<file path="config.mk">
export PLATFORM = sky130hd
export DESIGN_NAME = text_stream_visualizer
export DESIGN_NICKNAME = d
export VERILOG_FILES = /design/src/design/tsv_pkg.sv /design/src/design/text_stream_visualizer.sv /design/src/design/tsv_front.sv /design/src/design/tsv_queue.sv /design/src/design/tsv_back.sv
export VERILOG_INCLUDE_DIRS = /design/src /design/src/design
export SDC_FILE = /design/constraint.sdc
export NUM_CORES = 1
export LEC_CHECK = 0
export BUFFER_PORTS_ARGS = -buffer_cell sky130_fd_sc_hd__buf_2
export CORE_MARGIN = 5
export CORE_UTILIZATION = 50
export DETAILED_ROUTE_END_ITERATION = 16
export MAX_ROUTING_LAYER = met4
export PLACE_DENSITY = 0.69
export RECOVER_POWER = 25
export SLEW_MARGIN = 20
export SYNTH_ARGS = -nofsm -noshare
export SYNTH_HDL_FRONTEND = slang
export SYNTH_SLANG_ARGS = --single-unit
export TNS_END_PERCENT = 10
</file>
<file path="constraint.sdc">
create_clock -name clk_i -period 4.2 [get_ports clk_i]
set_input_delay 0.84 -clock clk_i [delete_from_list [all_inputs] [get_ports clk_i]]
set_output_delay 0.84 -clock clk_i [all_outputs]
set_load 0.02 [all_outputs]
</file>
<file path="src/design/text_stream_visualizer_assert.svh">
// ----------------------------------------------------------------------------
// Assertion macros for the text stream visualizer
// Concurrent checks clocked on clk_i and disabled while rst_ni is low.
// ----------------------------------------------------------------------------
`ifndef TEXT_STREAM_VISUALIZER_ASSERT_SVH
`define TEXT_STREAM_VISUALIZER_ASSERT_SVH

`ifndef SYNTHESIS
// The property must hold at every clock edge outside reset.
`define TSV_ASSERT(lbl, prop, msg) \
  lbl: assert property (@(posedge clk_i) disable iff (!rst_ni) (prop)) else $error(msg);
// The expression must never be true at a clock edge outside reset.
`define TSV_ASSERT_NEVER(lbl, expr, msg) \
  lbl: assert property (@(posedge clk_i) disable iff (!rst_ni) !(expr)) else $error(msg);
`else
`define TSV_ASSERT(lbl, prop, msg)
`define TSV_ASSERT_NEVER(lbl, expr, msg)
`endif

`endif

</file>
<file path="src/design/tsv_pkg.sv">
// ----------------------------------------------------------------------------
// Text stream visualizer package
// Shared constants, register codes and the types passed between the parts.
// ----------------------------------------------------------------------------
`default_nettype none

package tsv_pkg;

  // Width of a printed line number in decimal digits.
  localparam int unsigned NumDigits    = 6;
  localparam int unsigned BcdW         = 4 * NumDigits;
  // The line counter never goes beyond what this many binary bits hold.
  localparam int unsigned CountMaxBits = 20;

  localparam int unsigned QueueDepth = 4;
  localparam int unsigned QPtrW      = $clog2(QueueDepth);
  localparam int unsigned QCntW      = $clog2(QueueDepth + 1);

  // Position inside a segment: digits plus tab, or up to four glyph bytes.
  localparam int unsigned IdxW = ($clog2(NumDigits + 1) > 2) ? $clog2(NumDigits + 1) : 2;

  localparam int unsigned CfgIdxW  = 3;
  localparam int unsigned CfgDataW = 8;

  typedef enum logic [CfgIdxW-1:0] {
    REG_NUMBER_MODE      = 3'd0,
    REG_SHOW_ENDS        = 3'd1,
    REG_SHOW_TABS        = 3'd2,
    REG_SHOW_NONPRINTING = 3'd3,
    REG_SQUEEZE_BLANK    = 3'd4
  } cfg_reg_e;

  localparam logic [1:0] NumModeOff = 2'd0;
  localparam logic [1:0] NumModeAll = 2'd1;

  localparam logic [1:0] RunMax = 2'd3;

  localparam logic [7:0] ByteTab      = 8'h09;
  localparam logic [7:0] ByteNewline  = 8'h0A;
  localparam logic [7:0] ByteSpace    = 8'h20;
  localparam logic [7:0] ByteDollar   = 8'h24;
  localparam logic [7:0] ByteDash     = 8'h2D;
  localparam logic [7:0] ByteZero     = 8'h30;
  localparam logic [7:0] ByteQuestion = 8'h3F;
  localparam logic [7:0] ByteI        = 8'h49;
  localparam logic [7:0] ByteM        = 8'h4D;
  localparam logic [7:0] ByteCaret    = 8'h5E;
  localparam logic [7:0] ByteCtrlEnd  = 8'd32;
  localparam logic [7:0] ByteCaretOfs = 8'd64;
  localparam logic [7:0] ByteDelete   = 8'd127;
  localparam logic [7:0] ByteHighBase = 8'd128;
  localparam logic [7:0] ByteMetaPrint = 8'd160;
  localparam logic [7:0] ByteMetaDel  = 8'd255;

  // Saturation value of the line counter in packed BCD, least significant
  // digit in the low nibble. Evaluated at elaboration only.
  function automatic logic [BcdW-1:0] cap_bcd();
    logic [BcdW-1:0]  r;
    longint unsigned  p;
    longint unsigned  lim;
    int               i;
    p   = 1;
    lim = (longint'(1) << CountMaxBits) - 1;
    for (i = 0; i < NumDigits; i++) begin
      p = p * 10;
    end
    p = p - 1;
    if (p > lim) begin
      p = lim;
    end
    r = '0;
    for (i = 0; i < NumDigits; i++) begin
      r[4*i +: 4] = 4'(p % 10);
      p = p / 10;
    end
    return r;
  endfunction

  localparam logic [BcdW-1:0] CountCap = cap_bcd();
  localparam logic [BcdW-1:0] CountOne = BcdW'(1);

  typedef struct packed {
    logic [1:0] number_mode;
    logic       show_ends;
    logic       show_tabs;
    logic       show_nonprinting;
    logic       squeeze_blank;
  } cfg_t;

  // One classified request: optional number, optional dollar, then glyph bytes.
  typedef struct packed {
    logic            num;
    logic [BcdW-1:0] digits;
    logic            dol;
    logic [3:0][7:0] chars;
    logic [1:0]      char_last;
  } entry_t;

  typedef enum logic [1:0] {
    SEG_NUM,
    SEG_DOL,
    SEG_CHR
  } seg_e;

  typedef struct packed {
    logic push;
    logic pop;
    logic full;
    logic empty;
  } q_status_t;

endpackage

`default_nettype wire

</file>
<file path="src/design/text_stream_visualizer.sv">
// ----------------------------------------------------------------------------
// Text stream visualizer
// Line numbering, blank squeezing and visible rendering of a text byte stream.
// ----------------------------------------------------------------------------
// The block takes one text byte per request and produces the bytes that a
// line-numbering, show-all text viewer would print for it, each marked with
// last on the final byte of its request; a request may produce no byte at all
// when a squeezed blank line is dropped. The front end accepts one request in
// every cycle as long as the four-entry request queue has room, and it keeps
// the line state (a decimal line counter that saturates at 999999, the
// after-newline flag and the newline run length) so that numbering decisions
// never wait on the output side. The back end writes exactly one byte per
// cycle into the output register unless the output stalls; a request yields
// one byte for a plain byte, two for caret forms, up to four for M- forms,
// plus seven for a line number and tab and one for a dollar sign, eleven at
// most. Sustained rate is one request per cycle for plain text unless the
// output stalls; expanding requests are absorbed by the queue and then hold
// off the input through in_stall_o. When the queue is empty, an accepted
// request goes into the queue and its first byte is then loaded from the
// queue head into the output register. The user must write configuration
// through the register port only while the block is idle (not enforced);
// cfg_ready_o is always high and writes to unused indexes are ignored.
`default_nettype none

`include "text_stream_visualizer_assert.svh"

module text_stream_visualizer (
  input  wire                           clk_i,
  input  wire                           rst_ni,
  input  wire                           in_valid_i,
  output logic                          in_stall_o,
  input  wire  [7:0]                    data_byte_i,
  input  wire                           file_start_i,
  output logic                          out_valid_o,
  input  wire                           out_stall_i,
  output logic [7:0]                    out_byte_o,
  output logic                          last_o,
  input  wire                           cfg_valid_i,
  output logic                          cfg_ready_o,
  input  wire  [tsv_pkg::CfgIdxW-1:0]   cfg_index_i,
  input  wire  [tsv_pkg::CfgDataW-1:0]  cfg_data_i
);

  tsv_pkg::cfg_t       cfg_q;
  tsv_pkg::entry_t     push_entry;
  tsv_pkg::entry_t     head_entry;
  tsv_pkg::q_status_t  q_stat;
  logic                push;
  logic                pop;

  assign cfg_ready_o = 1'b1;

  // Register writes; bits above each register's width are ignored.
  always_ff @(posedge clk_i or negedge rst_ni) begin
    if (!rst_ni) begin
      cfg_q <= '0;
    end else if (cfg_valid_i && cfg_ready_o) begin
      unique case (tsv_pkg::cfg_reg_e'(cfg_index_i))
        tsv_pkg::REG_NUMBER_MODE:      cfg_q.number_mode      <= cfg_data_i[1:0];
        tsv_pkg::REG_SHOW_ENDS:        cfg_q.show_ends        <= cfg_data_i[0];
        tsv_pkg::REG_SHOW_TABS:        cfg_q.show_tabs        <= cfg_data_i[0];
        tsv_pkg::REG_SHOW_NONPRINTING: cfg_q.show_nonprinting <= cfg_data_i[0];
        tsv_pkg::REG_SQUEEZE_BLANK:    cfg_q.squeeze_blank    <= cfg_data_i[0];
        default: begin
        end
      endcase
    end
  end

  // Front end: classifies each byte and updates the line state.
  tsv_front u_front (
    .clk_i        (clk_i),
    .rst_ni       (rst_ni),
    .cfg_i        (cfg_q),
    .in_valid_i   (in_valid_i),
    .in_stall_o   (in_stall_o),
    .data_byte_i  (data_byte_i),
    .file_start_i (file_start_i),
    .q_full_i     (q_stat.full),
    .push_o       (push),
    .entry_o      (push_entry)
  );

  // Request queue that decouples the two ends.
  tsv_queue u_queue (
    .clk_i    (clk_i),
    .rst_ni   (rst_ni),
    .push_i   (push),
    .entry_i  (push_entry),
    .pop_i    (pop),
    .head_o   (head_entry),
    .status_o (q_stat)
  );

  // Back end: spells out the head request one byte per cycle unless stalled.
  tsv_back u_back (
    .clk_i       (clk_i),
    .rst_ni      (rst_ni),
    .entry_i     (head_entry),
    .empty_i     (q_stat.empty),
    .pop_o       (pop),
    .out_valid_o (out_valid_o),
    .out_stall_i (out_stall_i),
    .out_byte_o  (out_byte_o),
    .last_o      (last_o)
  );

  // The back end must never retire a request that is not there.
  `TSV_ASSERT_NEVER(a_pop_when_empty, q_stat.pop && q_stat.empty, "pop from empty queue")
  // The front end must never write into a full queue.
  `TSV_ASSERT_NEVER(a_push_when_full, q_stat.push && q_stat.full, "push into full queue")
  // With nothing queued and nothing held, no byte can appear in the next cycle.
  `TSV_ASSERT(a_no_phantom_out, (!out_valid_o && q_stat.empty) |=> !out_valid_o,
              "output byte without a queued request")

endmodule

`default_nettype wire

</file>
<file path="src/design/tsv_front.sv">
// ----------------------------------------------------------------------------
// Text stream visualizer front end
// Accepts input bytes, tracks line state and classifies each request.
// ----------------------------------------------------------------------------
`default_nettype none

module tsv_front (
  input  wire                    clk_i,
  input  wire                    rst_ni,
  input  tsv_pkg::cfg_t          cfg_i,
  input  wire                    in_valid_i,
  output logic                   in_stall_o,
  input  wire  [7:0]             data_byte_i,
  input  wire                    file_start_i,
  input  wire                    q_full_i,
  output logic                   push_o,
  output tsv_pkg::entry_t        entry_o
);

  logic [tsv_pkg::BcdW-1:0] count_q, count_d;
  logic                     prev_nl_q, prev_nl_d;
  logic [1:0]               run_q, run_d;

  logic                     accept;
  logic                     is_nl;
  logic                     drop;
  logic                     num;
  logic                     base_prev_nl;
  logic [tsv_pkg::BcdW-1:0] base_count;
  logic [1:0]               base_run;
  logic [tsv_pkg::BcdW-1:0] count_inc;
  logic                     carry;
  logic [7:0]               c;

  assign in_stall_o = q_full_i;
  assign accept     = in_valid_i & ~q_full_i;
  assign c          = data_byte_i;
  assign is_nl      = (c == tsv_pkg::ByteNewline);

  // A file start acts as if the state had just been reset.
  assign base_prev_nl = file_start_i ? 1'b1 : prev_nl_q;
  assign base_count   = file_start_i ? tsv_pkg::CountOne : count_q;
  assign base_run     = file_start_i ? 2'd1 : run_q;

  // Decimal increment, one digit at a time from the low end.
  always_comb begin
    count_inc = base_count;
    carry     = 1'b1;
    for (int k = 0; k < tsv_pkg::NumDigits; k++) begin
      if (carry) begin
        if (base_count[4*k +: 4] == 4'd9) begin
          count_inc[4*k +: 4] = 4'd0;
        end else begin
          count_inc[4*k +: 4] = base_count[4*k +: 4] + 4'd1;
          carry = 1'b0;
        end
      end
    end
  end

  always_comb begin
    run_d = base_run;
    if (cfg_i.squeeze_blank) begin
      if (is_nl) begin
        if (base_run != tsv_pkg::RunMax) begin
          run_d = base_run + 2'd1;
        end
      end else begin
        run_d = 2'd0;
      end
    end
    drop = is_nl & cfg_i.squeeze_blank & (run_d == tsv_pkg::RunMax);

    if (is_nl) begin
      num = ~drop & base_prev_nl & (cfg_i.number_mode == tsv_pkg::NumModeAll);
    end else begin
      num = base_prev_nl & (cfg_i.number_mode != tsv_pkg::NumModeOff);
    end

    count_d = base_count;
    if (num && (base_count != tsv_pkg::CountCap)) begin
      count_d = count_inc;
    end
    prev_nl_d = is_nl;
  end

  // Request classification and glyph rendering of the byte itself.
  always_comb begin
    entry_o.num       = num;
    entry_o.digits    = base_count;
    entry_o.dol       = is_nl & cfg_i.show_ends;
    entry_o.chars     = '0;
    entry_o.char_last = 2'd0;
    entry_o.chars[0]  = c;
    if (cfg_i.show_nonprinting && (c < tsv_pkg::ByteCtrlEnd) &&
        (c != tsv_pkg::ByteTab) && !is_nl) begin
      entry_o.chars[0]  = tsv_pkg::ByteCaret;
      entry_o.chars[1]  = c + tsv_pkg::ByteCaretOfs;
      entry_o.char_last = 2'd1;
    end else if (cfg_i.show_nonprinting && (c == tsv_pkg::ByteDelete)) begin
      entry_o.chars[0]  = tsv_pkg::ByteCaret;
      entry_o.chars[1]  = tsv_pkg::ByteQuestion;
      entry_o.char_last = 2'd1;
    end else if (cfg_i.show_nonprinting && (c >= tsv_pkg::ByteHighBase)) begin
      entry_o.chars[0] = tsv_pkg::ByteM;
      entry_o.chars[1] = tsv_pkg::ByteDash;
      if (c < tsv_pkg::ByteMetaPrint) begin
        entry_o.chars[2]  = tsv_pkg::ByteCaret;
        entry_o.chars[3]  = c - tsv_pkg::ByteCaretOfs;
        entry_o.char_last = 2'd3;
      end else if (c == tsv_pkg::ByteMetaDel) begin
        entry_o.chars[2]  = tsv_pkg::ByteCaret;
        entry_o.chars[3]  = tsv_pkg::ByteQuestion;
        entry_o.char_last = 2'd3;
      end else begin
        entry_o.chars[2]  = c - tsv_pkg::ByteHighBase;
        entry_o.char_last = 2'd2;
      end
    end else if ((c == tsv_pkg::ByteTab) && cfg_i.show_tabs) begin
      entry_o.chars[0]  = tsv_pkg::ByteCaret;
      entry_o.chars[1]  = tsv_pkg::ByteI;
      entry_o.char_last = 2'd1;
    end
  end

  assign push_o = accept & ~drop;

  always_ff @(posedge clk_i or negedge rst_ni) begin
    if (!rst_ni) begin
      count_q   <= tsv_pkg::CountOne;
      prev_nl_q <= 1'b1;
      run_q     <= 2'd1;
    end else if (accept) begin
      count_q   <= count_d;
      prev_nl_q <= prev_nl_d;
      run_q     <= run_d;
    end
  end

endmodule

`default_nettype wire

</file>
<file path="src/design/tsv_queue.sv">
// ----------------------------------------------------------------------------
// Text stream visualizer request queue
// Short first-in first-out buffer between the front end and the back end.
// ----------------------------------------------------------------------------
`default_nettype none

module tsv_queue (
  input  wire                 clk_i,
  input  wire                 rst_ni,
  input  wire                 push_i,
  input  tsv_pkg::entry_t     entry_i,
  input  wire                 pop_i,
  output tsv_pkg::entry_t     head_o,
  output tsv_pkg::q_status_t  status_o
);

  tsv_pkg::entry_t             mem_q [tsv_pkg::QueueDepth];
  logic [tsv_pkg::QPtrW-1:0]   wr_ptr_q, rd_ptr_q;
  logic [tsv_pkg::QCntW-1:0]   cnt_q, cnt_d;
  logic                        full;
  logic                        empty;

  assign full   = (cnt_q == tsv_pkg::QCntW'(tsv_pkg::QueueDepth));
  assign empty  = (cnt_q == '0);
  assign head_o = mem_q[rd_ptr_q];

  assign status_o.push  = push_i;
  assign status_o.pop   = pop_i;
  assign status_o.full  = full;
  assign status_o.empty = empty;

  always_comb begin
    cnt_d = cnt_q;
    if (push_i && !pop_i) begin
      cnt_d = cnt_q + 1'b1;
    end else if (pop_i && !push_i) begin
      cnt_d = cnt_q - 1'b1;
    end
  end

  always_ff @(posedge clk_i or negedge rst_ni) begin
    if (!rst_ni) begin
      wr_ptr_q <= '0;
      rd_ptr_q <= '0;
      cnt_q    <= '0;
    end else begin
      cnt_q <= cnt_d;
      if (push_i) begin
        wr_ptr_q <= wr_ptr_q + 1'b1;
      end
      if (pop_i) begin
        rd_ptr_q <= rd_ptr_q + 1'b1;
      end
    end
  end

  always_ff @(posedge clk_i) begin
    if (push_i) begin
      mem_q[wr_ptr_q] <= entry_i;
    end
  end

endmodule

`default_nettype wire

</file>
<file path="src/design/tsv_back.sv">
// ----------------------------------------------------------------------------
// Text stream visualizer back end
// Expands one queued request into output bytes, one per cycle unless stalled.
// ----------------------------------------------------------------------------
`default_nettype none

module tsv_back (
  input  wire                 clk_i,
  input  wire                 rst_ni,
  input  tsv_pkg::entry_t     entry_i,
  input  wire                 empty_i,
  output logic                pop_o,
  output logic                out_valid_o,
  input  wire                 out_stall_i,
  output logic [7:0]          out_byte_o,
  output logic                last_o
);

  tsv_pkg::seg_e               seg_q, seg_d, seg_eff;
  logic [tsv_pkg::IdxW-1:0]    idx_q, idx_d;
  logic                        out_valid_q;
  logic [7:0]                  out_byte_q;
  logic                        out_last_q;

  logic                        load;
  logic [7:0]                  cur_byte;
  logic                        cur_last;
  logic [7:0]                  num_bytes [tsv_pkg::NumDigits + 1];
  logic                        seen;
  logic [3:0]                  digit;

  assign load = ~empty_i & (~out_valid_q | ~out_stall_i);

  // Number field: leading zeros become spaces, the units digit always shows.
  always_comb begin
    seen = 1'b0;
    for (int j = 0; j < tsv_pkg::NumDigits; j++) begin
      digit = entry_i.digits[4*(tsv_pkg::NumDigits-1-j) +: 4];
      seen  = seen | (digit != 4'd0) | (j == tsv_pkg::NumDigits - 1);
      num_bytes[j] = seen ? (tsv_pkg::ByteZero + {4'd0, digit}) : tsv_pkg::ByteSpace;
    end
    num_bytes[tsv_pkg::NumDigits] = tsv_pkg::ByteTab;
  end

  always_comb begin
    seg_eff = seg_q;
    if ((seg_eff == tsv_pkg::SEG_NUM) && !entry_i.num) begin
      seg_eff = tsv_pkg::SEG_DOL;
    end
    if ((seg_eff == tsv_pkg::SEG_DOL) && !entry_i.dol) begin
      seg_eff = tsv_pkg::SEG_CHR;
    end

    cur_byte = entry_i.chars[idx_q[1:0]];
    cur_last = 1'b0;
    seg_d    = seg_q;
    idx_d    = idx_q;
    unique case (seg_eff)
      tsv_pkg::SEG_NUM: begin
        cur_byte = tsv_pkg::ByteTab;
        for (int j = 0; j < tsv_pkg::NumDigits; j++) begin
          if (idx_q == tsv_pkg::IdxW'(j)) begin
            cur_byte = num_bytes[j];
          end
        end
        if (idx_q == tsv_pkg::IdxW'(tsv_pkg::NumDigits)) begin
          seg_d = tsv_pkg::SEG_DOL;
          idx_d = '0;
        end else begin
          seg_d = tsv_pkg::SEG_NUM;
          idx_d = idx_q + 1'b1;
        end
      end
      tsv_pkg::SEG_DOL: begin
        cur_byte = tsv_pkg::ByteDollar;
        seg_d    = tsv_pkg::SEG_CHR;
        idx_d    = '0;
      end
      tsv_pkg::SEG_CHR: begin
        if (idx_q[1:0] == entry_i.char_last) begin
          cur_last = 1'b1;
          seg_d    = tsv_pkg::SEG_NUM;
          idx_d    = '0;
        end else begin
          seg_d = tsv_pkg::SEG_CHR;
          idx_d = idx_q + 1'b1;
        end
      end
      default: begin
        seg_d = tsv_pkg::SEG_NUM;
        idx_d = '0;
      end
    endcase
  end

  assign pop_o = load & cur_last;

  always_ff @(posedge clk_i or negedge rst_ni) begin
    if (!rst_ni) begin
      seg_q       <= tsv_pkg::SEG_NUM;
      idx_q       <= '0;
      out_valid_q <= 1'b0;
    end else if (load) begin
      seg_q       <= seg_d;
      idx_q       <= idx_d;
      out_valid_q <= 1'b1;
    end else if (!out_stall_i) begin
      out_valid_q <= 1'b0;
    end
  end

  always_ff @(posedge clk_i) begin
    if (load) begin
      out_byte_q <= cur_byte;
      out_last_q <= cur_last;
    end
  end

  assign out_valid_o = out_valid_q;
  assign out_byte_o  = out_byte_q;
  assign last_o      = out_last_q;

endmodule

`default_nettype wire
</file>
# Word level (Yosys, flattened, before mapping)

Memories as Yosys holds them, arrays and structs flattened.
Cells that the tools add are included.

Mux-type cells: 70
Bitwise operators: 20
Equal/unequal tests: 31
Add/sub/neg operators: 21
Reduce and logical (&&, ||, !) cells: 33
Magnitude comparators: 4

Operators with widths:

| operator                                                               | count |
|---|---|
| 8-bit two-way mux                                                      | 13 |
| 16-bit two-way mux                                                     | 4 |
| 24-bit two-way mux                                                     | 2 |
| 4-bit two-way mux                                                      | 11 |
| 6-bit by 4-bit adder with 7-bit output (first input constant)          | 6 |
| 18-bit two-way mux                                                     | 2 |
| 17-bit two-way mux                                                     | 2 |
| 4-bit by 1-bit adder with 4-bit output (second input constant)         | 6 |
| 4-bit equality test (second input constant)                            | 6 |
| 24-bit inequality test (second input constant)                         | 1 |
| 4-bit nonzero test                                                     | 5 |
| 1-bit two-way mux                                                      | 19 |
| 8-bit binary-select mux with 2-bit select                              | 1 |
| 8-bit by 4-bit equality test with 1-bit output (second input constant) | 2 |
| 2-bit two-way mux                                                      | 8 |
| 8-bit case mux with 2 select lines                                     | 1 |
| 3-bit equality test (second input constant)                            | 5 |
| 3-bit by 2-bit equality test with 1-bit output (second input constant) | 4 |
| 3-bit two-way mux                                                      | 4 |
| 1-bit logical AND                                                      | 11 |
| 1-bit bitwise AND                                                      | 10 |
| 2-bit AND reduction                                                    | 5 |
| 3-bit logical NOT                                                      | 3 |
| 8-bit by 7-bit adder with 8-bit output (second input constant)         | 1 |
| other kinds (26)                                                       | 47 |

Register bits after elaboration: 55
Memories kept: 1
Input bits: 25
RAM bits: 240

Memories:

| name          | words | width | rd ports | clocked after memory_dff | write ports | line            | source |
|---|---|---|---|---|---|---|---|
| u_queue.mem_q | 4     | 60    | 1        | 0                        | 1           | tsv_queue.sv:17 | `tsv_pkg::entry_t mem_q [tsv_pkg::QueueDepth];` |

# Longest topological paths before layout

Gate-level depths: netlist (run 1).

Word-level depth: 13
Gate-level depth with buffers: 11
Gate-level depth less buffers: 11

# By module

From an unflattened synthesis (run 1), not the netlist that was laid out.

Cell total of the unflattened synthesis: 807
Area, all modules: 13110.1 um^2

Modules (own cells, without submodules):

| module                 | times used | area each (um^2) | sequential area each (um^2) | cells an instance |
|---|---|---|---|---|
| tsv_queue              | 1          | 9151.3           | 7382.1                      | 352 |
| tsv_front              | 1          | 2354.8           | 679.4                       | 305 |
| tsv_back               | 1          | 1293.7           | 420.4                       | 131 |
| text_stream_visualizer | 1          | 310.3            | 150.1                       | 19 |

# Least setup slack after synthesis (run 1)

Ideal clock, no wire load.

Path type: input port to flip-flop
From: input data_byte_i[6]
To: memory u_queue.mem_q[0][0] (netlist bit) (enable)
Arrival: 3.127 ns
Slack: 0.649 ns
Stages on the path: 6
Cells stage by stage: inv_1 -> ha_1 -> nand2b_1 -> nor3_1 -> a21oi_1 -> and2_1

Word-level cells in the longest chain between the ends: 9
Elaborated cells on any way between the ends: 10

Ends and longest elaborated chain:

| item                                             | line                         | source |
|---|---|---|
| start, declared                                  | text_stream_visualizer.sv:32 | `input wire [7:0] data_byte_i,` |
| 8-bit by 4-bit equality test with 1-bit output * | tsv_front.sv:38              | `assign is_nl = (c == tsv_pkg::ByteNewline);` |
| 2-bit two-way mux                                | tsv_front.sv:64              | `if (is_nl) begin` |
| 2-bit two-way mux                                | tsv_front.sv:63              | `if (cfg_i.squeeze_blank) begin` |
| 2-bit equality test                              | tsv_front.sv:72              | `drop = is_nl & cfg_i.squeeze_blank & (run_d == tsv_pkg::RunMax);` |
| 1-bit bitwise AND *                              | tsv_front.sv:72              |  |
| 1-bit inverter *                                 | tsv_front.sv:126             | `assign push_o = accept & ~drop;` |
| 1-bit bitwise AND *                              | tsv_front.sv:126             |  |
| via push                                         | text_stream_visualizer.sv:48 | `logic push;` |
| 1-bit two-way mux *                              | tsv_queue.sv:58              | `if (push_i) begin` |
| 1-bit two-way mux (not written as such) *        | tsv_queue.sv:59              | `mem_q[wr_ptr_q] <= entry_i;` |
| end, declared                                    | tsv_queue.sv:17              |  |

The timed path passes the listed nets; every way through them passes the cells marked *.

# Final worst setup path (run 1)

From: register u_queue.rd_ptr_q[0] (netlist bit)
To: register u_queue.cnt_q[1] (netlist bit)

Word-level cells in the longest chain between the ends: 13
Elaborated cells on any way between the ends: 18

Ends and longest elaborated chain:

| item                                           | line            | source |
|---|---|---|
| start, declared                                | tsv_queue.sv:18 | `logic [tsv_pkg::QPtrW-1:0] wr_ptr_q, rd_ptr_q;` |
| start signal, assigned                         | tsv_queue.sv:52 | `rd_ptr_q <= rd_ptr_q + 1'b1;` |
| memory 4 x 60 bit *                            | --              |  |
| 1-bit logical NOT                              | tsv_back.sv:47  | `if ((seg_eff == tsv_pkg::SEG_NUM) && !entry_i.num) begin` |
| 1-bit logical AND                              | tsv_back.sv:47  |  |
| 2-bit two-way mux                              | tsv_back.sv:47  |  |
| 2-bit by 1-bit equality test with 1-bit output | tsv_back.sv:50  | `if ((seg_eff == tsv_pkg::SEG_DOL) && !entry_i.dol) begin` |
| 1-bit logical AND                              | tsv_back.sv:50  |  |
| 2-bit two-way mux                              | tsv_back.sv:50  |  |
| 2-bit equality test                            | tsv_back.sv:58  | `unique case (seg_eff)` |
| 1-bit two-way mux *                            | tsv_back.sv:58  |  |
| 1-bit bitwise AND *                            | tsv_back.sv:96  | `assign pop_o = load & cur_last;` |
| 1-bit logical NOT *                            | tsv_queue.sv:34 | `if (push_i && !pop_i) begin` |
| 1-bit logical AND *                            | tsv_queue.sv:34 |  |
| 3-bit two-way mux *                            | tsv_queue.sv:34 |  |
| via u_queue.cnt_d, one bit                     | tsv_queue.sv:19 | `logic [tsv_pkg::QCntW-1:0] cnt_q, cnt_d;` |
| end signal, assigned                           | tsv_queue.sv:47 | `cnt_q <= cnt_d;` |
| end, declared                                  | tsv_queue.sv:19 |  |

Marks and branches as above.
A chain may end at the register's enable or synchronous reset.

==> impl_metrics.toml, run 1 <==
[yosys]
async_reset_ff_share_pct = 15.6
ys_types = 73
ys_ff_latch = 295
synthesis.instances = 820
synth_nets = 860
syn_area_um2 = 12900
ys_seq_area_share_pct = 66.7
synth_edf_count = 249
ys_warn_count = 0
synthFlopType = "edfxtp_1"
synth.avg_cell_area_um2 = 15.8

[hold_path]
hp-class = "in -> async"

[detailed_routing]
vias = 7171
drt_iter0_drc = 615
firstDrtPassIters = 4
wl_per_cell_um = 21.2
viasPerCell = 5.89
post-route-drc-count = 0
ant_nets = 0
wirelength_um = 25800

[job]
maxCapViolCount = 1

[global_route]
overflow = 0
grt_pass1_vias = 7223
grtUsageTotal_pct = 18.7
grt_max_degree = 61
antenna_found_initial = 0
grt_first_pass_wirelength_um = 41500

[die]
start_util_pct = 51.1
pin_count = 37
die_area_um2 = 29200
rows = 58
die_y_um = 171
die_width_um = 171
placeableCoreArea_um2 = 25300

[sta]
fin_hold_ws_ns = 0.282
worst_pin_slew_ns = 2.23
setup-tns-final_ns = 0
rsz0062_at_grt = "no"
hold_viol_final = 0
fin_crit_ns = 3.39
relSlewSlack_pct = -48.7
finalCritPeriodShare_pct = 80.6
slew_violations = 39
timing.fmax_mhz = 295
clock-skew-final_ns = 0.0220
setup_violations = 0

[pwr]
p_total_mw = 9.87
max-vdd-ir-drop_v = 0.000415
leakage_nw = 5.20
power.density_nw_per_um2 = 679

[clock_network]
root_buffer = "clkbuf_16"
cts_hold_buf = 0
clock-sinks = 295
post_cts.resized_instances = 0
htree_levels = 1
cts_tree = "yes"
cts_max_path_buffers = 3
clk_latency_ns = 0.57
clk_pin_slew_ns = 0.06
cts_made_buffers = 31
cts_setup_buffers = 0

[place]
dpl.hpwl_um = 16500
finalWeightedCongestion = 0.875
place_area_um2 = 13500
portBuffers = 29

[layout]
syn_to_final_growth_pct = 12.3
final_design_area_no_fill_um2 = 14500
layout-drive-gt1-share_pct = 20.6
layout.nets = 903
num_antenna_cells = 0

[setup_path]
r2r-start = "u_queue.rd_ptr_q[0]"
critical_path_class = "reg -> reg"
crit_path_end_kind = "flop"
cp-start-kind = "flop"
rr_endpoint = "u_queue.cnt_q[1]"
crit_fanout = 15
worstPathRequired_ns = 4.66
reg2regPathDepth = 8
regToRegSetupSlack_ns = 0.81
arrival_ns = 3.85

[run_status]
violations = "max-capacitance violations, max-slew violations"
outcome = "finished, violations left"
-- metal layers --
layer / vias up / GRT usage, % / wire, um
li1: 3300 / - / -
met1: 3658 / 28.0 / 12200
met2: 175 / 28.1 / 12000
met3: 38 / 2.36 / 1170
met4: 0 / 4.27 / 454
met5: - / - / 0
-- sequential cells by signal, summed over array words and instances (netlist names) --
register / count
u_front.prev_nl_q: 1
u_queue.cnt_q: 3
u_back.idx_q: 3
u_back.last_o: 1
u_front.run_q: 2
cfg_q: 6
u_queue.mem_q: 240
u_back.out_valid_o: 1
u_back.seg_q: 2
u_front.count_q: 24
u_queue.rd_ptr_q: 2
u_queue.wr_ptr_q: 2
u_back.out_byte_o: 8
-- cell usage in the layout, fill, tap and decap left out, types with 3 or more instances in the layout --
cell type  synthesis  routed
nand2b_1          12      12
nor2b_1           30      30
nand2_1           48      48
o21a_1             5       5
clkbuf_1          27      10
and2_1            16      12
buf_4              2      16
clkinv_2           0       9
a21oi_1           14      14
buf_2              7      25
nand4_1            9       9
mux4_2            68      68
a41oi_1            3       3
ha_1              14      14
edfxtp_1         249     249
dfrtp_1           43      42
o22ai_1           10      10
clkinv_1           0       4
a31oi_1           10      10
a21o_1             3       3
o31ai_1            4       4
bufinv_16          0       5
inv_1             29      29
dfstp_2            3       3
a21boi_0           7       7
nand3b_1           3       3
nor2_1            39      39
clkinv_4           0       4
mux2_2             7       6
nand3_1           11      11
nor4_1            13      13
xor2_1             4       4
and4_1             3       3
mux2i_1           12      12
and2_2             0       4
and3_1            13      13
nor3_1            12      12
clkbuf_16          0      31
o21ai_0           31      31
xnor2_1            6       6
-- Yosys cell counts, drive strengths merged (13+ instances only) --
master / n / share of area, %
edfxtp: 249 / 58
mux4: 68 / 12
nand2: 48 / 1.4
dfrtp: 43 / 8.3
nor2: 39 / 1.1
o21ai: 32 / 1.2
inv: 31 / 0.90
nor2b: 30 / 1.5
clkbuf: 27 / 0.78
and2: 17 / 0.82
a21oi: 14 / 0.54
ha: 14 / 1.4
and3: 13 / 0.63
nor4: 13 / 0.63
-- worst max-delay path, stage by stage, from the launching register on --
cell,delay [ns]
dfrtp_4,0.61
mux4_2,0.57
and3_1,0.34
nand3b_1,0.26
or3_1,0.51
ha_1,0.27
inv_1,0.09
fa_1,0.38
mux2_2,0.26
-- worst max path at each step --
stage               cells after the start                   end                 from  slack (ns)
floorplan                               6   u_queue.mem_q[0][0]       data_byte_i[6]        0.65
global placement                        8  u_queue.mem_q[3][39]       data_byte_i[6]        0.61
detailed placement                      8  u_queue.mem_q[3][41]       data_byte_i[6]        0.55
CTS                                     8      u_queue.cnt_q[1]  u_queue.rd_ptr_q[0]        0.82
global route                            8    u_front.count_q[9]         file_start_i        0.59
finish                                  8      u_queue.cnt_q[1]  u_queue.rd_ptr_q[0]        0.81
-- cells by family (layout without fill, tap and decap cells) --
kind of cell / count (synthesis) / count (layout) / synth area share [%]
adder cells (fa/ha/maj): 15 / 15 / 1.51
XOR/XNOR: 10 / 10 / 0.677
multiplexers: 87 / 87 / 13.4
AND/OR/NAND/NOR: 228 / 228 / 9.59
AO/OA/AOI/OAI: 114 / 114 / 5.89
buffers and inverters: 70 / 138 / 2.21
flip-flops: 295 / 295 / 66.7
other: 1 / 1 / 0.0290
-- power breakdown --
part	internal, mW	switching (mW)
clock network	1.67	1.14
registers	3.91	0.260
logic	1.23	1.66
-- area by class of cell --
class	instances	area [um2]
clock buffer	33	783
sequential	295	8640
clock inverter	25	285
tap	330	413
multi-input combinational	455	4030
fill	1948	10800
inverter	31	116
timing repair buffer	49	275
-- through the flow --
stage	std cells	util, %	worst slack [ns]
after global placement	1160	53.2	0.607
after detailed placement	1160	53.2	0.551
after CTS	1218	57.5	0.822
after floorplan	820	-	0.649
final	1218	57.4	0.813
after global routing	1218	57.4	0.587
Note: power is estimated with default switching activity, not from simulation.
==> inputs of run 2 (changes only) <==
- PLACE_DENSITY: 0.69 -> 0.72
- clock period: 4.2 -> 2.9 ns (I/O delays scaled with it)
==> run 2 against run 1 <==
Largest power group unchanged. Critical path type unchanged. Via count increased by 2.5%. The run still ends with max-capacitance violations, max-slew violations left. Highest routed layer unchanged. Die area unchanged. Clock skew decreased by 0.0079 ns. Core utilization increased by 1.2 points.
==> impl_metrics.toml, run 2 (synthesis gave the netlist of run 1 again) <==
[clock_network]
cts_hold_buf = 0
cts_tree = "yes"
htree_levels = 1
clk_latency_ns = 0.55
cts_max_path_buffers = 3
cts_made_buffers = 30
clock-sinks = 295
clk_pin_slew_ns = 0.06
root_buffer = "clkbuf_16"

[layout]
final_cell_mix = "edfxtp_1, mux4_2, nand2_1"
syn_to_final_growth_pct = 14.7
num_antenna_cells = 0
largest_reg_flops = 240
layout.nets = 932
layout-drive-gt1-share_pct = 23.3
layout.cells.non_filler = 1244
regMostFlops = "u_queue.mem_q"
layout_commonest_cell = "edfxtp_1"

[detailed_routing]
vias = 7353
topRoutingLayerUsed = "met4"
dr_wl_met3_um = 1460
viasPerCell = 5.91
firstDrtPassIters = 5
wl_per_cell_um = 20.7
wl_met2_um = 12400
wl_met1_um = 11500
wirelength_um = 25800
post-route-drc-count = 0
ant_nets = 0
drt_iter0_drc = 620

[sta]
worst_pin_slew_ns = 1.77
fin_crit_ns = 2.81
relSlewSlack_pct = -18.1
hold_viol_final = 0
finalCritPeriodShare_pct = 97.0
clock-skew-final_ns = 0.0141
timing.fmax_mhz = 355
slew_violations = 27
finalWorstSetupSlack_ns = 0.0866
fin_hold_ws_ns = 0.265
setup_violations = 0

[global_route]
grt_max_degree = 61
grtUsageTotal_pct = 18.6
antenna_found_initial = 0
grt_pass1_vias = 7302
grt_first_pass_wirelength_um = 41400
overflow = 0

[place]
pre_cts_ws_ns = -0.0124
dpl.hpwl_um = 16800
portBuffers = 29
finalWeightedCongestion = 0.885
dp.cells = 1187

[setup_path]
crit_fanout = 6
arrival_ns = 3.24
critical_path_class = "reg -> reg"
cp-start-kind = "flop"
worstPathRequired_ns = 3.33
cp-startpoint = "u_queue.rd_ptr_q[0]"
r2r-start = "u_queue.rd_ptr_q[0]"
crit_path_end_kind = "flop"

[die]
die_area_um2 = 29200
die_y_um = 171
rows = 58
die_width_um = 171
pin_count = 37
start_util_pct = 51.1
placeableCoreArea_um2 = 25300

[hold_path]
hold_start = "cfg_data_i[1]"
hp-class = "in -> reg"

[job]
maxCapViolCount = 1

[pwr]
sw_frac_of_total_pct = 30.6
max-vdd-ir-drop_v = 0.000579
netSwitchingPower_mw = 4.41
power_frac_seq_pct = 41.8
leakage_nw = 5.33
pwr-share-clk_pct = 26.1
p_total_mw = 14.4
pwr-share-comb_pct = 32.1
power.density_nw_per_um2 = 969
cellInternalPower_mw = 9.97

[run_status]
violations = "max-capacitance violations, max-slew violations"
outcome = "finished, violations left"
-- run 2: cell count changes in the layout (fill, tap and decap cells not counted), sizes merged --
cell / change
buf: +29
clkinvlp: +3
clkinv: -9
inv: -2
clkbuf: +8
bufinv: -3
-- run 2: final timing paths --
path                                            end  slack [ns]  cells after the start
worst min-delay path                       cfg_q[5]        0.26                      2
worst max-delay path               u_queue.cnt_q[1]        0.09                      8
min in group asynchronous           u_back.seg_q[1]        0.49                      1
worst max register to register     u_queue.cnt_q[1]        0.09                      8
max in group asynchronous       u_front.count_q[19]        0.99                      2
worst min register to register      u_back.seg_q[0]        0.50                      2
-- run 2: repair_timing --
| item | CTS | global route |
|---|---|---|
| pin swaps | 0 | 2 |
| buffers inserted | 0 | 3 |
| gates resized for setup | 1 | 9 |
| setup endpoints to repair | 1 | 3 |
-- run 2: routing by layer --
layer / vias up / global-route usage (%)
met4: 0 / 3.69
met1: 3746 / 26.9
met2: 230 / 29.1
met3: 29 / 2.29
met5: - / -
li1: 3348 / -
-- run 2: cell type report --
type	count	area, um2
fill	1876	10500
sequential	295	8640
multi-input combinational	455	4070
clock buffer	40	838
timing repair buffer	79	629
tap	330	413
clock inverter	14	144
inverter	31	116
-- run 2: critical path, stage by stage (launching register included) --
cell     delay, ns
dfrtp_4       0.47
buf_6         0.14
mux4_2        0.55
o21a_1        0.22
or3_4         0.41
ha_2          0.20
inv_2         0.06
fa_1          0.38
mux2_2        0.26
-- run 2: through the flow --
step                setup TNS [ns]  util, %  instance area [um2]
floorplan                   -79.65        -                12900
global placement                 0     54.5                13800
detailed placement         -0.0124     54.5                13800
CTS                              0     58.4                14800
global route               -0.0479     58.6                14800
finish                           0     58.6                14800
-- run 2: power groups by stage --
stage               registers, mW  logic [mW]  clock network [mW]
floorplan                    6.06        3.05                   0
finish                       6.01        4.61                3.76
detailed placement           6.09        4.51                   0
global route                 6.09        5.02                4.04
global placement             6.05        4.46                   0
CTS                          6.01        4.54                3.84
==> inputs of run 3 (changes only) <==
- CORE_ASPECT_RATIO: default -> 0.6
- MAX_ROUTING_LAYER: met4 -> default
==> run 3 against run 2 <==
The flow now finishes without violations. Via count is 3.4% higher. Final area is 0.51% higher. Critical path type unchanged. Hold slack better by 0.021 ns. Core utilization is 0.15 points higher. Flip-flop and latch count stayed put. Clock skew hardly changed. Die area is 0.36% higher. Largest power group unchanged. Largest cell class unchanged.
==> impl_metrics.toml, run 3 (synthesis gave the netlist of run 1 again) <==
[sta]
hold_viol_final = 0
finalCritPeriodShare_pct = 97.0
worst_pin_slew_ns = 1.45
slew_violations = 0
fin_crit_ns = 2.81
clock-skew-final_ns = 0.0139
setup_violations = 0
timing.fmax_mhz = 356
rsz0062_at_grt = "yes"
fin_hold_ws_ns = 0.286
relSlewSlack_pct = 3.18

[place]
dpl.hpwl_um = 19200
finalWeightedCongestion = 0.866
place_area_um2 = 13900
portBuffers = 29

[die]
pin_count = 37
placeableCoreArea_um2 = 25400
rows = 45
die_y_um = 135
die_width_um = 218
start_util_pct = 51.0
die_area_um2 = 29300

[clock_network]
root_buffer = "clkbuf_16"
cts_made_buffers = 26
cts_max_path_buffers = 3
clk_pin_slew_ns = 0.07
clk_latency_ns = 0.53
clock-sinks = 295
cts_tree = "yes"
htree_levels = 1
cts_hold_buf = 0

[global_route]
antenna_found_initial = 0
use_met1_pct = 31.8
met2_usage_pct = 27.3
grt_max_degree = 53
met3_usage_pct = 3.88
grtUsageTotal_pct = 19.4
grt_pass1_vias = 7487
overflow = 0
busiest_layer = "met1"
grt_first_pass_wirelength_um = 44400

[layout]
final_cell_mix = "edfxtp_1, mux4_2, nand2_1"
regMostFlops = "u_queue.mem_q"
layout.nets = 939
layout-drive-gt1-share_pct = 24.3
layout_commonest_cell = "edfxtp_1"
largest_reg_flops = 240
final_design_area_no_fill_um2 = 14900
num_antenna_cells = 0
syn_to_final_growth_pct = 15.3

[detailed_routing]
vias = 7603
viasPerCell = 5.98
wl_per_cell_um = 22.3
firstDrtPassIters = 5
ant_nets = 0
drt_iter0_drc = 871
post-route-drc-count = 0
wirelength_um = 28400

[pwr]
max-vdd-ir-drop_v = 0.000491
power.density_nw_per_um2 = 981
leakage_nw = 5.37

[run_status]
outcome = "complete, no violations"

[setup_path]
worstPathRequired_ns = 3.31
crit_path_end_kind = "flop"
crit_fanout = 11
arrival_ns = 3.22
cp-start-kind = "flop"
critical_path_class = "reg -> reg"

[job]
maxCapViolCount = 0

[hold_path]
hp-class = "in -> reg"
==> run 3: cell types whose count changed in the layout (fill, tap and decap cells not counted), moves of 2 or more <==
cell       previous run  this run
clkbuf_16            30        28
clkinv_2              2         6
clkbuf_1             14        10
buf_4                33        45
bufinv_16             2         6
clkbuf_8              5         1
buf_12               10         8
==> run 3: final timing paths <==
check | startpoint | end | slack (ns) | cells past startpoint
setup / recovery | u_queue.rd_ptr_q[1] | u_queue.cnt_q[1] | 0.09 | 8
hold / removal | cfg_data_i[1] | cfg_q[5] | 0.29 | 2
setup reg to reg | u_queue.rd_ptr_q[1] | u_queue.cnt_q[1] | 0.09 | 8
hold reg to reg | u_back.seg_q[0] | u_back.seg_q[0] | 0.49 | 2
max in group asynchronous | rst_ni | u_front.count_q[7] | 1.20 | 2
min in group asynchronous | rst_ni | u_back.out_valid_o | 0.38 | 1
==> run 3: layer usage <==
| layer | wire [um] | vias up |
|---|---|---|
| li1 | - | 3375 |
| met1 | 13600 | 3873 |
| met2 | 12000 | 328 |
| met3 | 2330 | 27 |
| met4 | 403 | 0 |
| met5 | 0 | - |
==> run 3: final cells by class <==
cell class              instances  area (um2)
fillers                      1898       10500
flip-flops and latches        295        8640
multi-input cells             455        4080
repair buffers                 90         704
clock buffers                  29         693
well taps                     352         440
clock inverters                19         254
inverters                      31         116
==> run 3: per-stage QoR <==
step	setup TNS [ns]	std cells	setup WS, ns	power (mW)	utilization, %
2_1_floorplan	-79.65	820	-0.442	9.11	-
3_5_place_dp	-0.234	1219	-0.137	10.7	54.7
5_1_grt	-0.00391	1271	-0.00391	15.3	58.8
4_1_cts	-0.00577	1267	-0.00577	14.6	58.5
6_report	0	1271	0.0883	14.6	58.8
3_3_place_gp	0	1219	0.00223	10.6	54.7
==> run 3: worst max-delay path, stage by stage (launching register included) <==
cell     delay, ns
dfrtp_1       0.52
buf_4         0.28
mux4_2        0.38
o21a_1        0.21
or3_4         0.42
ha_4          0.18
inv_2         0.05
fa_1          0.38
mux2_2        0.27
==> run 3: repair_timing <==
action / 4_1_cts / 5_1_grt
resized for setup: 4 / 8
cloned: 0 / 1
pin swaps: 0 / 3
setup buffers: 0 / 3
endpoints found under the setup margin: 2 / 3
==> run 3: where the power goes <==
group | leakage, nW | switching [mW] | internal (mW)
Sequential | 2.99 | 0.381 | 5.65
Combinational | 1.92 | 2.65 | 2.16
Clock | 0.463 | 1.54 | 2.26
